`config.mk`:
```
export PLATFORM = sky130hd
export DESIGN_NAME = tga_rle_pixel_decoder_flat
export DESIGN_NICKNAME = d
export VERILOG_FILES = /design/src/trle_pkg.sv /design/src/trle_if.sv /design/src/trle_packer.sv /design/src/tga_rle_pixel_decoder.sv /design/src/flat_wrapper.sv
export SDC_FILE = /design/constraint.sdc
export NUM_CORES = 1
export LEC_CHECK = 0
export ABC_CLOCK_PERIOD_IN_PS = 11800
export BUFFER_PORTS_ARGS = -buffer_cell sky130_fd_sc_hd__buf_2
export CAP_MARGIN = 40
export CORE_MARGIN = 2
export CORE_UTILIZATION = 40
export CTS_BUF_LIST = sky130_fd_sc_hd__clkbuf_4
export CTS_CLUSTER_DIAMETER = 200
export DETAILED_ROUTE_END_ITERATION = 8
export PLACE_DENSITY_LB_ADDON = 0.2
export SETUP_SLACK_MARGIN = 0.2
export SLEW_MARGIN = 10
export SYNTH_ARGS = -nofsm -noshare
export SYNTH_HDL_FRONTEND = slang
export SYNTH_SLANG_ARGS = --single-unit
export TNS_END_PERCENT = 20
```
`constraint.sdc`:
```
create_clock -name i_clk -period 11.8 [get_ports i_clk]
set_input_delay 2.36 -clock i_clk [delete_from_list [all_inputs] [get_ports i_clk]]
set_output_delay 2.36 -clock i_clk [all_outputs]
set_load 0.005 [all_outputs]
```
`src/trle_pkg.sv`:
```
package trle_pkg;

    // Fixed field widths of the two channels and the configuration register.
    localparam int BYTE_W  = 8;
    localparam int DATA_W  = 64;
    localparam int CNT_W   = 4;
    localparam int LEFT_W  = 10;
    localparam int IDX_W   = 3;
    localparam int CFG_W   = 3;

    // Header byte layout.
    localparam int HDR_TYPE_BIT = 7;
    localparam int HDR_LEN_W    = 7;

    // Pixel size after reset.
    localparam logic [CFG_W-1:0] CFG_PB_RESET = 3'd4;

    // Decoder sequencer states.
    typedef enum logic [1:0] {
        ST_HEADER,
        ST_COLLECT,
        ST_LITERAL,
        ST_EMIT
    } t_state;

    // Requests from the sequencer to the packer.
    typedef struct packed {
        logic              start;
        logic              lit;
        logic [LEFT_W-1:0] total;
        logic [BYTE_W-1:0] lit_byte;
    } t_pack_req;

    // Status from the packer back to the sequencer.
    typedef struct packed {
        logic busy;
        logic slot_free;
    } t_pack_stat;

endpackage

```
`src/trle_if.sv`:
```
interface trle_in_if
    import trle_pkg::*;
();
    logic              valid;
    logic              ready;
    logic [BYTE_W-1:0] in_byte;

    modport source (output valid, output in_byte, input ready);
    modport sink   (input valid, input in_byte, output ready);
endinterface

interface trle_out_if
    import trle_pkg::*;
();
    logic              valid;
    logic              ready;
    logic [DATA_W-1:0] out_data;
    logic [CNT_W-1:0]  byte_count;
    logic              last_of_run;

    modport source (output valid, output out_data, output byte_count, output last_of_run,
                    input ready);
    modport sink   (input valid, input out_data, input byte_count, input last_of_run,
                    output ready);
endinterface

```
`src/trle_packer.sv`:
```
module trle_packer
    import trle_pkg::*;
#(
    parameter int MAX_PIXEL_BYTES = 4,
    parameter int OUT_BYTES       = 8
) (
    input  logic               i_clk,
    input  logic               i_rst_n,
    input  t_pack_req          i_req,
    input  logic [IDX_W-1:0]   i_pb,
    input  logic [BYTE_W-1:0]  i_pixel [MAX_PIXEL_BYTES],
    output t_pack_stat         o_stat,
    trle_out_if.source         o_pix_ch
);

    localparam int PW    = (MAX_PIXEL_BYTES > 1) ? $clog2(MAX_PIXEL_BYTES) : 1;
    localparam int OW    = (OUT_BYTES > 1) ? $clog2(OUT_BYTES) : 1;
    localparam int ASM_W = BYTE_W * OUT_BYTES;

    logic              r_busy;
    logic [LEFT_W-1:0] r_left;
    logic [PW-1:0]     r_phase;
    logic [CNT_W-1:0]  r_cnt;
    logic [ASM_W-1:0]  r_asm;

    logic              r_out_valid;
    logic [DATA_W-1:0] r_out_data;
    logic [CNT_W-1:0]  r_out_cnt;
    logic              r_out_last;

    logic              slot_free;
    logic [BYTE_W-1:0] step_byte;
    logic              word_done;
    logic              run_end;
    logic              advance;
    logic [ASM_W-1:0]  asm_next;
    logic [IDX_W-1:0]  ph_inc;
    logic [PW-1:0]     phase_next;

    // The output register can take a new word when empty or when its word transfers.
    assign slot_free = !r_out_valid || o_pix_ch.ready;

    // One pattern byte per cycle, unless a finished word waits, drops into its lane.
    assign step_byte = i_pixel[r_phase];
    assign run_end   = (r_left == LEFT_W'(1));
    assign word_done = (r_cnt == CNT_W'(OUT_BYTES - 1)) || run_end;
    assign advance   = r_busy && (!word_done || slot_free);

    always_comb begin
        asm_next = r_asm;
        for (int j = 0; j < OUT_BYTES; j++) begin
            if (r_cnt[OW-1:0] == OW'(j)) begin
                asm_next[BYTE_W*j +: BYTE_W] = step_byte;
            end
        end
    end

    // Pattern position wraps at the pixel size.
    assign ph_inc     = IDX_W'(r_phase) + IDX_W'(1);
    assign phase_next = (ph_inc >= i_pb) ? '0 : ph_inc[PW-1:0];

    // Run assembly state.
    always_ff @(posedge i_clk) begin
        if (!i_rst_n) begin
            r_busy  <= 1'b0;
            r_left  <= '0;
            r_phase <= '0;
            r_cnt   <= '0;
            r_asm   <= '0;
        end else if (i_req.start) begin
            r_busy  <= 1'b1;
            r_left  <= i_req.total;
            r_phase <= '0;
            r_cnt   <= '0;
            r_asm   <= '0;
        end else if (advance) begin
            r_left  <= r_left - LEFT_W'(1);
            r_phase <= phase_next;
            if (run_end) begin
                r_busy <= 1'b0;
            end
            if (word_done) begin
                r_cnt <= '0;
                r_asm <= '0;
            end else begin
                r_cnt <= r_cnt + CNT_W'(1);
                r_asm <= asm_next;
            end
        end
    end

    // Output register, loaded by a finished word or by a literal byte.
    always_ff @(posedge i_clk) begin
        if (!i_rst_n) begin
            r_out_valid <= 1'b0;
        end else if (advance && word_done) begin
            r_out_valid <= 1'b1;
        end else if (i_req.lit) begin
            r_out_valid <= 1'b1;
        end else if (o_pix_ch.ready) begin
            r_out_valid <= 1'b0;
        end
    end

    always_ff @(posedge i_clk) begin
        if (advance && word_done) begin
            r_out_data <= DATA_W'(asm_next);
            r_out_cnt  <= r_cnt + CNT_W'(1);
            r_out_last <= run_end;
        end else if (i_req.lit) begin
            r_out_data <= DATA_W'(i_req.lit_byte);
            r_out_cnt  <= CNT_W'(1);
            r_out_last <= 1'b1;
        end
    end

    assign o_pix_ch.valid       = r_out_valid;
    assign o_pix_ch.out_data    = r_out_data;
    assign o_pix_ch.byte_count  = r_out_cnt;
    assign o_pix_ch.last_of_run = r_out_last;

    assign o_stat.busy      = r_busy;
    assign o_stat.slot_free = slot_free;

endmodule

```
`src/tga_rle_pixel_decoder.sv`:
```
// Run-length image stream decoder. Compressed bytes arrive one per transfer on
// i_byte_ch; decoded bytes leave on o_pix_ch packed up to OUT_BYTES per transfer,
// first byte in the low lane, with last_of_run set on the final word caused by an
// input byte. Header bytes and repeat pixel bytes are taken one per cycle, and a
// literal byte is taken in the cycle the output register is free and passes through
// as a one-byte word. The last byte of a repeat pixel hands the run to the packer,
// which fills one byte lane per cycle unless a finished word waits for the output
// register; input stays stalled for the whole run and is taken again once the final
// word has entered the output register and the sequencer has returned to its header
// state. The pixel size (1 to MAX_PIXEL_BYTES, 0 acts as 1, larger values as the
// maximum) is written through i_cfg_we and i_cfg_wdata and resets to 4; the user must
// write it only while the decoder is idle, as the block itself does not enforce this.
module tga_rle_pixel_decoder
    import trle_pkg::*;
#(
    parameter int MAX_PIXEL_BYTES = 4,
    parameter int OUT_BYTES       = 8
) (
    input  logic             i_clk,
    input  logic             i_rst_n,
    input  logic             i_cfg_we,
    input  logic [CFG_W-1:0] i_cfg_wdata,
    trle_in_if.sink          i_byte_ch,
    trle_out_if.source       o_pix_ch
);

    localparam int PW = (MAX_PIXEL_BYTES > 1) ? $clog2(MAX_PIXEL_BYTES) : 1;

    logic [CFG_W-1:0]  r_cfg_pb;
    t_state            r_state;
    t_state            n_state;
    logic [LEFT_W-1:0] r_left;
    logic [LEFT_W-1:0] n_left;
    logic [IDX_W-1:0]  r_idx;
    logic [IDX_W-1:0]  n_idx;
    logic [BYTE_W-1:0] r_pixel [MAX_PIXEL_BYTES];

    logic [IDX_W-1:0]  pb;
    logic              in_ready;
    logic              accept;
    logic              pix_we;
    logic [IDX_W-1:0]  idx_inc;
    logic [LEFT_W-1:0] hdr_len;
    t_pack_req         pack_req;
    t_pack_stat        pack_stat;

    // Pixel size register.
    always_ff @(posedge i_clk) begin
        if (!i_rst_n) begin
            r_cfg_pb <= CFG_PB_RESET;
        end else if (i_cfg_we) begin
            r_cfg_pb <= i_cfg_wdata;
        end
    end

    // Effective pixel size, clamped to the supported range.
    always_comb begin
        if (r_cfg_pb == '0) begin
            pb = IDX_W'(1);
        end else if (r_cfg_pb > CFG_W'(MAX_PIXEL_BYTES)) begin
            pb = IDX_W'(MAX_PIXEL_BYTES);
        end else begin
            pb = r_cfg_pb;
        end
    end

    // Literal bytes need the output register; the packer run blocks input entirely.
    always_comb begin
        if (r_state inside {ST_HEADER, ST_COLLECT}) begin
            in_ready = 1'b1;
        end else if (r_state == ST_LITERAL) begin
            in_ready = pack_stat.slot_free;
        end else begin
            in_ready = 1'b0;
        end
    end

    assign i_byte_ch.ready = in_ready;
    assign accept          = i_byte_ch.valid && in_ready;

    assign hdr_len = (LEFT_W'(i_byte_ch.in_byte[HDR_LEN_W-1:0]) + LEFT_W'(1)) * LEFT_W'(pb);
    assign idx_inc = r_idx + IDX_W'(1);

    // Sequencer: next state and packer requests.
    always_comb begin
        n_state           = r_state;
        n_left            = r_left;
        n_idx             = r_idx;
        pix_we            = 1'b0;
        pack_req.start    = 1'b0;
        pack_req.lit      = 1'b0;
        pack_req.total    = r_left;
        pack_req.lit_byte = i_byte_ch.in_byte;
        case (r_state)
            ST_COLLECT: begin
                if (accept) begin
                    pix_we = 1'b1;
                    n_idx  = idx_inc;
                    if (idx_inc >= pb) begin
                        n_idx  = '0;
                        n_left = '0;
                        if (r_left != '0) begin
                            pack_req.start = 1'b1;
                            n_state        = ST_EMIT;
                        end else begin
                            n_state = ST_HEADER;
                        end
                    end
                end
            end
            ST_LITERAL: begin
                if (accept) begin
                    if (r_left != '0) begin
                        pack_req.lit = 1'b1;
                        n_left       = r_left - LEFT_W'(1);
                        if (r_left == LEFT_W'(1)) begin
                            n_state = ST_HEADER;
                        end
                    end else begin
                        n_state = ST_HEADER;
                    end
                end
            end
            ST_EMIT: begin
                if (!pack_stat.busy) begin
                    n_state = ST_HEADER;
                end
            end
            default: begin
                if (accept) begin
                    n_left  = hdr_len;
                    n_idx   = '0;
                    n_state = i_byte_ch.in_byte[HDR_TYPE_BIT] ? ST_COLLECT : ST_LITERAL;
                end
            end
        endcase
    end

    always_ff @(posedge i_clk) begin
        if (!i_rst_n) begin
            r_state <= ST_HEADER;
            r_left  <= '0;
            r_idx   <= '0;
        end else begin
            r_state <= n_state;
            r_left  <= n_left;
            r_idx   <= n_idx;
        end
    end

    // Repeat pixel store; indexes past the array are dropped.
    always_ff @(posedge i_clk) begin
        if (!i_rst_n) begin
            for (int j = 0; j < MAX_PIXEL_BYTES; j++) begin
                r_pixel[j] <= '0;
            end
        end else if (pix_we && (r_idx < IDX_W'(MAX_PIXEL_BYTES))) begin
            r_pixel[r_idx[PW-1:0]] <= i_byte_ch.in_byte;
        end
    end

    trle_packer #(
        .MAX_PIXEL_BYTES (MAX_PIXEL_BYTES),
        .OUT_BYTES       (OUT_BYTES)
    ) u_packer (
        .i_clk    (i_clk),
        .i_rst_n  (i_rst_n),
        .i_req    (pack_req),
        .i_pb     (pb),
        .i_pixel  (r_pixel),
        .o_stat   (pack_stat),
        .o_pix_ch (o_pix_ch)
    );

endmodule

```
`src/flat_wrapper.sv`:
```
// flat-port wrapper written by rule: the top's interface ports become plain ports
module tga_rle_pixel_decoder_flat import trle_pkg::*;
#(
    parameter int MAX_PIXEL_BYTES = 4,
    parameter int OUT_BYTES       = 8
)
  (i_clk, i_rst_n, i_cfg_we, i_cfg_wdata, i_byte_ch_valid, i_byte_ch_in_byte, i_byte_ch_ready, o_pix_ch_valid, o_pix_ch_out_data, o_pix_ch_byte_count, o_pix_ch_last_of_run, o_pix_ch_ready);
  trle_in_if i_byte_ch_i ();
  trle_out_if o_pix_ch_i ();
  input  logic i_clk;
  input  logic i_rst_n;
  input  logic i_cfg_we;
  input  logic [CFG_W-1:0] i_cfg_wdata;
  input wire logic [$bits(i_byte_ch_i.valid)-1:0] i_byte_ch_valid;
  input wire logic [$bits(i_byte_ch_i.in_byte)-1:0] i_byte_ch_in_byte;
  output wire logic [$bits(i_byte_ch_i.ready)-1:0] i_byte_ch_ready;
  output wire logic [$bits(o_pix_ch_i.valid)-1:0] o_pix_ch_valid;
  output wire logic [$bits(o_pix_ch_i.out_data)-1:0] o_pix_ch_out_data;
  output wire logic [$bits(o_pix_ch_i.byte_count)-1:0] o_pix_ch_byte_count;
  output wire logic [$bits(o_pix_ch_i.last_of_run)-1:0] o_pix_ch_last_of_run;
  input wire logic [$bits(o_pix_ch_i.ready)-1:0] o_pix_ch_ready;
  assign i_byte_ch_i.valid = i_byte_ch_valid;
  assign i_byte_ch_i.in_byte = i_byte_ch_in_byte;
  assign i_byte_ch_ready = i_byte_ch_i.ready;
  assign o_pix_ch_valid = o_pix_ch_i.valid;
  assign o_pix_ch_out_data = o_pix_ch_i.out_data;
  assign o_pix_ch_byte_count = o_pix_ch_i.byte_count;
  assign o_pix_ch_last_of_run = o_pix_ch_i.last_of_run;
  assign o_pix_ch_i.ready = o_pix_ch_ready;
  tga_rle_pixel_decoder #(.MAX_PIXEL_BYTES(MAX_PIXEL_BYTES), .OUT_BYTES(OUT_BYTES)) u_core (.i_clk(i_clk), .i_rst_n(i_rst_n), .i_cfg_we(i_cfg_we), .i_cfg_wdata(i_cfg_wdata), .i_byte_ch(i_byte_ch_i), .o_pix_ch(o_pix_ch_i));
endmodule
```
Yosys cells after proc, flatten, opt, wreduce, memory -nomap -nowiden
Index checks and enable logic that the tools add are counted.
Widths: inputs -> output; s select.
{"block": "classes", "add_sub_neg": 6, "multipliers": 1, "n_lt_le_gt_ge": 7, "eq_ne": 19, "mux": 63, "bitwise": 5, "n_reduce_logical": 26}
{"cell": "$mux 64", "count": 3}
{"cell": "$mux 8", "count": 11}
{"cell": "$mux 10", "count": 7}
{"cell": "$bwmux 32", "count": 1}
{"cell": "$pmux 10 s3", "count": 1}
{"cell": "$eq 10x1->1 const B", "count": 2}
{"cell": "$mux 2", "count": 10}
{"cell": "$sub 10x1->10 const B", "count": 2}
{"cell": "$mux 1", "count": 18}
{"cell": "$bmux 8 s2", "count": 1}
{"cell": "$demux 8 s2", "count": 1}
{"cell": "$mux 3", "count": 5}
{"cell": "$eq 3x3->1 const B", "count": 4}
{"cell": "$mux 4", "count": 3}
{"cell": "$mul 10x3->10", "count": 1}
{"cell": "$reduce_bool 10->1", "count": 1}
{"cell": "$reduce_bool 2->1", "count": 5}
{"cell": "$add 7x1->8 const B", "count": 1}
{"cell": "$eq 3x2->1 const B", "count": 2}
{"cell": "$ge 3x3->1", "count": 2}
{"cell": "$ge 3x3->1 const B", "count": 2}
{"cell": "$logic_not 3->1", "count": 2}
{"cell": "$ne 2x2->1 const B", "count": 3}
{"cell": "$not 2->3", "count": 2}
{"cell": "other kinds (24)", "count": 37}
{"block": "totals", "ff_bits": 201}

Logic depth before layout (Yosys ltp)
{"block": "depth", "depth_word": 9, "mapped_depth": 14, "mapped_depth_nobuf": 14}

Modules after synthesis
From an unflattened synthesis, not the netlist that was laid out.
{"block": "hier_totals", "cells_unflattened": 1007, "area_unflattened_um2": 9789.4}
{"mod": "trle_packer", "n_inst": 1, "cells_each": 603, "area_per_inst_um2": 6671.4, "seq_area_each_um2": 3713.6}
{"mod": "tga_rle_pixel_decoder", "n_inst": 1, "cells_each": 404, "area_per_inst_um2": 3118.0, "seq_area_each_um2": 1001.0}

Worst setup path before layout
No wires, ideal clock.
{"block": "synth_path", "path_type": "in2reg", "from": "in o_pix_ch_ready", "to": "reg u_core.u_packer.r_out_cnt[0], in the netlist u_core.u_packer.o_pix_ch.byte_count[0], enable pin", "setup_ns": 0.591, "arrival_ns": 7.504, "t_required_ns": 11.209, "slack_ns": 3.705, "path_stages": 3, "path_buffers": 0, "cell_sequence": "nor2b_1 -> o21a_1 -> o21ai_0"}
{"block": "synth_between", "elab_chain_len": 7, "word_cells_on_any_way": 10}
{"item": "start: declaration", "line_no": "flat_wrapper.sv:21", "rtl": "input wire logic [$bits(o_pix_ch_i.ready)-1:0] o_pix_ch_ready;"}
{"item": "$logic_or 1x1->1 (*)", "line_no": "trle_packer.sv:41", "rtl": "assign slot_free = !r_out_valid || o_pix_ch.ready;"}
{"item": "$mux 1", "line_no": "tga_rle_pixel_decoder.sv:71", "rtl": "end else if (r_state == ST_LITERAL) begin"}
{"item": "$mux 1", "line_no": "tga_rle_pixel_decoder.sv:69", "rtl": "if (r_state inside {ST_HEADER, ST_COLLECT}) begin"}
{"item": "$logic_and 1x1->1", "line_no": "tga_rle_pixel_decoder.sv:79", "rtl": "assign accept = i_byte_ch.valid && in_ready;"}
{"item": "$mux 1", "line_no": "tga_rle_pixel_decoder.sv:112", "rtl": "if (accept) begin"}
{"item": "$mux 1", "line_no": "tga_rle_pixel_decoder.sv:94", "rtl": "case (r_state)"}
{"item": "$reduce_bool 2->1 (no source line) (*)"}
{"item": "end signal: assignment", "line_no": "trle_packer.sv:108", "rtl": "r_out_cnt <= r_cnt + CNT_W'(1);"}
{"item": "end: declaration", "line_no": "trle_packer.sv:28", "rtl": "logic [CNT_W-1:0] r_out_cnt;"}
Mark *: on every way between the ends. The rest lies on a longest branch, timed or not.
A chain may end at the register's enable or synchronous reset.

Worst setup path in the final report
{"block": "layout_path", "from": "in o_pix_ch_ready", "to": "out i_byte_ch_ready"}
{"block": "layout_between", "elab_chain_len": 3}
{"item": "$logic_or 1x1->1", "line_no": "trle_packer.sv:41"}
{"item": "$mux 1", "line_no": "tga_rle_pixel_decoder.sv:71"}
{"item": "$mux 1", "line_no": "tga_rle_pixel_decoder.sv:69"}
{"item": "end: declaration", "line_no": "flat_wrapper.sv:16", "rtl": "output wire logic [$bits(i_byte_ch_i.ready)-1:0] i_byte_ch_ready;"}
Every way passes these cells.

==> results.yml <==
sta:
  worst_slew_pin_slew_ns: 0.894
  tns_ns: 0
  rsz0062_at_grt: "no"
  setup_slack_ns: 6.32
  max_clock_freq_ghz: 0.182
  clock_skew_ns: 0.0954
  finalCritPeriodShare: 0.465
  hold_viol: 0
  relSlewSlack: 0.404
  maxSlewViolCount: 0
  setup_viol: 0
  hold_slack_ns: 0.452
  layout_min_cycle_time_ns: 5.48
placed_design:
  detailed_place_hpwl_um: 15300
  placed_cells: 1335
  port_buffers: 86
  placed_cell_area_mm2: 0.0102
  post-place-ws_ns: 6.21
  place_congestion: 0.785
setup_path:
  critPathMaxStageDelay_ns: 0.32
  critical_path.slowest_cell: "a211o_1"
  arrival_ns: 3.12
  start_kind: "input port"
  critPathMostFrequentCell: "buf_2"
  crit_buf_inv: 2
  critPathMaxFanout: 5
  path_class: "in -> out"
  cp_top_family: "compound AO/OA/AOI/OAI gates"
  r2r_slack_ns: 8.47
  crit_chain: "buf_2 > nand2b_1 > a211o_1 > buf_2"
  cp.required_ns: 9.44
  endpoint_kind: "output port"
cts:
  cts_root_buf: "clkbuf_4"
  cts_hold_buf: 0
  cts_tree: "built"
  clkSinkCount: 201
  cts_resized: 0
  clock_path_buffers: 3
  cts_made_buffers: 54
  post_cts_buffers: 0
  clock_latency_ns: 0.72
  clkTransAtPathRegs_ns: 0.05
  cts_max_level: 2
logic_synthesis:
  seq_area_frac_synth: 0.491
  avgSynthCellArea_um2: 9.71
  synth_ff_type: "dfxtp_1"
  async_flop_share: 0
  syn_area_mm2: 0.00960
  ys_warn_count: 0
  synth_cell_type_count: 62
  ys_seq_elements: 201
  synth_nets: 1046
  synth-edff-count: 69
  synth_cells: 988
pwr:
  pwr_density_cell_mw_per_mm2: 167
  vdd_drop_max_v: 0.0000665
  finalPower_mw: 1.82
  leakage_nw: 3.99
global_routing:
  track_usage: 0.188
  grt_pass1_vias: 7155
  overflow: 0
  grt_antenna_before_repair: 1
  grt_pass1_wl_um: 38500
  grt_max_degree: 77
detailed_routing:
  vias: 7550
  avgViaCountPerCell: 5.27
  ant_nets: 0
  drc: 0
  drtPass1Iterations: 5
  avgRoutedWirePerCell_um: 16.9
  initialDrtViolationCount: 460
  routed_wl_um: 24200
final_layout:
  syn2layout_area_growth_pct: 13.9
  final_area_mm2: 0.0109
  final_core_util: 0.464
  nNetsFinal: 1130
  drive_gt1_frac: 0.188
  final_cells: 1433
floorplanning:
  io-pin-count: 87
  dieArea_mm2: 0.0252
  initial_core_util: 0.408
  coreArea_mm2: 0.0235
  dieHeight_um: 159
  rows: 56
  dieWidth_um: 159
min_path:
  hold_path.class: "reg -> reg"
status:
  status: "finished, final reports clean"
flow_run:
  max_cap_violations: 0
-- synthesized netlist by cell type, drive strengths merged (2+ instances only) --
library cell,number,area share
nor4,6,0.0039
mux2,3,0.0035
o211ai,4,0.0031
nor3b,3,0.0023
nor2,53,0.024
a31oi,2,0.0013
dfxtp,132,0.28
and4,3,0.0027
and3,2,0.0013
mux2i,27,0.028
nor2b,12,0.0078
and2,13,0.0085
o211a,2,0.0021
nor4b,2,0.0018
nand3,12,0.0063
nand2,199,0.078
mux4,8,0.019
o32ai,2,0.0018
o22ai,2,0.0013
a22oi,5,0.0039
ha,35,0.046
or3,4,0.0026
nor3,14,0.013
a32o,16,0.017
o21ai,40,0.021
inv,33,0.013
buf,11,0.0085
clkbuf,55,0.022
o21a,2,0.0016
xnor2,11,0.010
a21o,5,0.0039
xor2,10,0.0091
fa,7,0.015
a22o,48,0.044
nand4,2,0.0013
edfxtp,69,0.22
nand2b,3,0.0020
a211oi,9,0.0070
o31a,2,0.0018
a21oi,106,0.055
-- kinds of logic after synthesis --
family                   count (synthesis)  synth area share
flip-flops                             201             0.491
AO/OA/AOI/OAI                          254             0.174
adder cells (fa/ha/maj)                 42            0.0602
buffers and inverters                   99            0.0435
XOR/XNOR                                21            0.0192
AND/OR/NAND/NOR                        333             0.161
multiplexers                            38            0.0505
-- worst reg2reg max path, stage by stage, from the launching register on --
cell	delay, ns
dfxtp_1	0.43
nor2b_1	0.44
nand2_1	0.14
fa_1	0.58
inv_1	0.06
ha_1	0.30
a211oi_1	0.31
nor3_1	0.11
a211oi_1	0.31
xnor2_1	0.12
o221a_2	0.27
a211oi_1	0.19
-- sequential cells by signal, summed over array words and instances (netlist names), 2 cells and up --
| name | flops |
|---|---|
| u_core.r_cfg_pb | 3 |
| u_core.r_idx | 3 |
| u_core.r_left | 10 |
| u_core.r_pixel | 32 |
| u_core.r_state | 2 |
| u_core.u_packer.o_pix_ch.byte_count | 4 |
| u_core.u_packer.o_pix_ch.out_data | 64 |
| u_core.u_packer.r_asm | 64 |
| u_core.u_packer.r_cnt | 4 |
| u_core.u_packer.r_left | 10 |
| u_core.u_packer.r_phase | 2 |
-- layer usage --
layer,part of all wire,GRT usage
met2,0.46,0.295
met5,0,0
met1,0.47,0.265
met4,0.021,0.0529
met3,0.057,0.0376
-- worst paths after layout --
path,startpoint,end,depth (start not counted)
setup / recovery,o_pix_ch_ready,i_byte_ch_ready,4
setup reg to reg,u_core.r_cfg_pb[2],u_core.r_left[9],11
hold reg to reg,u_core.r_pixel[12],u_core.r_pixel[12],2
hold / removal,u_core.r_pixel[12],u_core.r_pixel[12],2
-- layout make-up --
type	count	area (um2)
fill	2314	12600
sequential	201	4710
clock buffer	82	616
timing repair buffer	94	498
inverter	33	124
tap	319	399
clock inverter	15	93.8
antenna	1	2.50
multi-input combinational	688	4490
-- cell usage in the layout (no fill, tap or decap), drive strengths merged, types with 35 or more instances in the layout --
cell type  netlist  routed
nand2          199     199
dfxtp          132     132
a21oi          106     106
buf             11      94
clkbuf          55      82
edfxtp          69      69
nor2            53      53
a22o            48      48
o21ai           40      40
ha              35      35
-- power by group --
group / total, mW / switching, mW / internal [mW]
clock: 0.632 / 0.294 / 0.339
sequential: 0.823 / 0.0401 / 0.783
combinational: 0.368 / 0.231 / 0.137
Note: power is estimated with default switching activity, not from simulation.
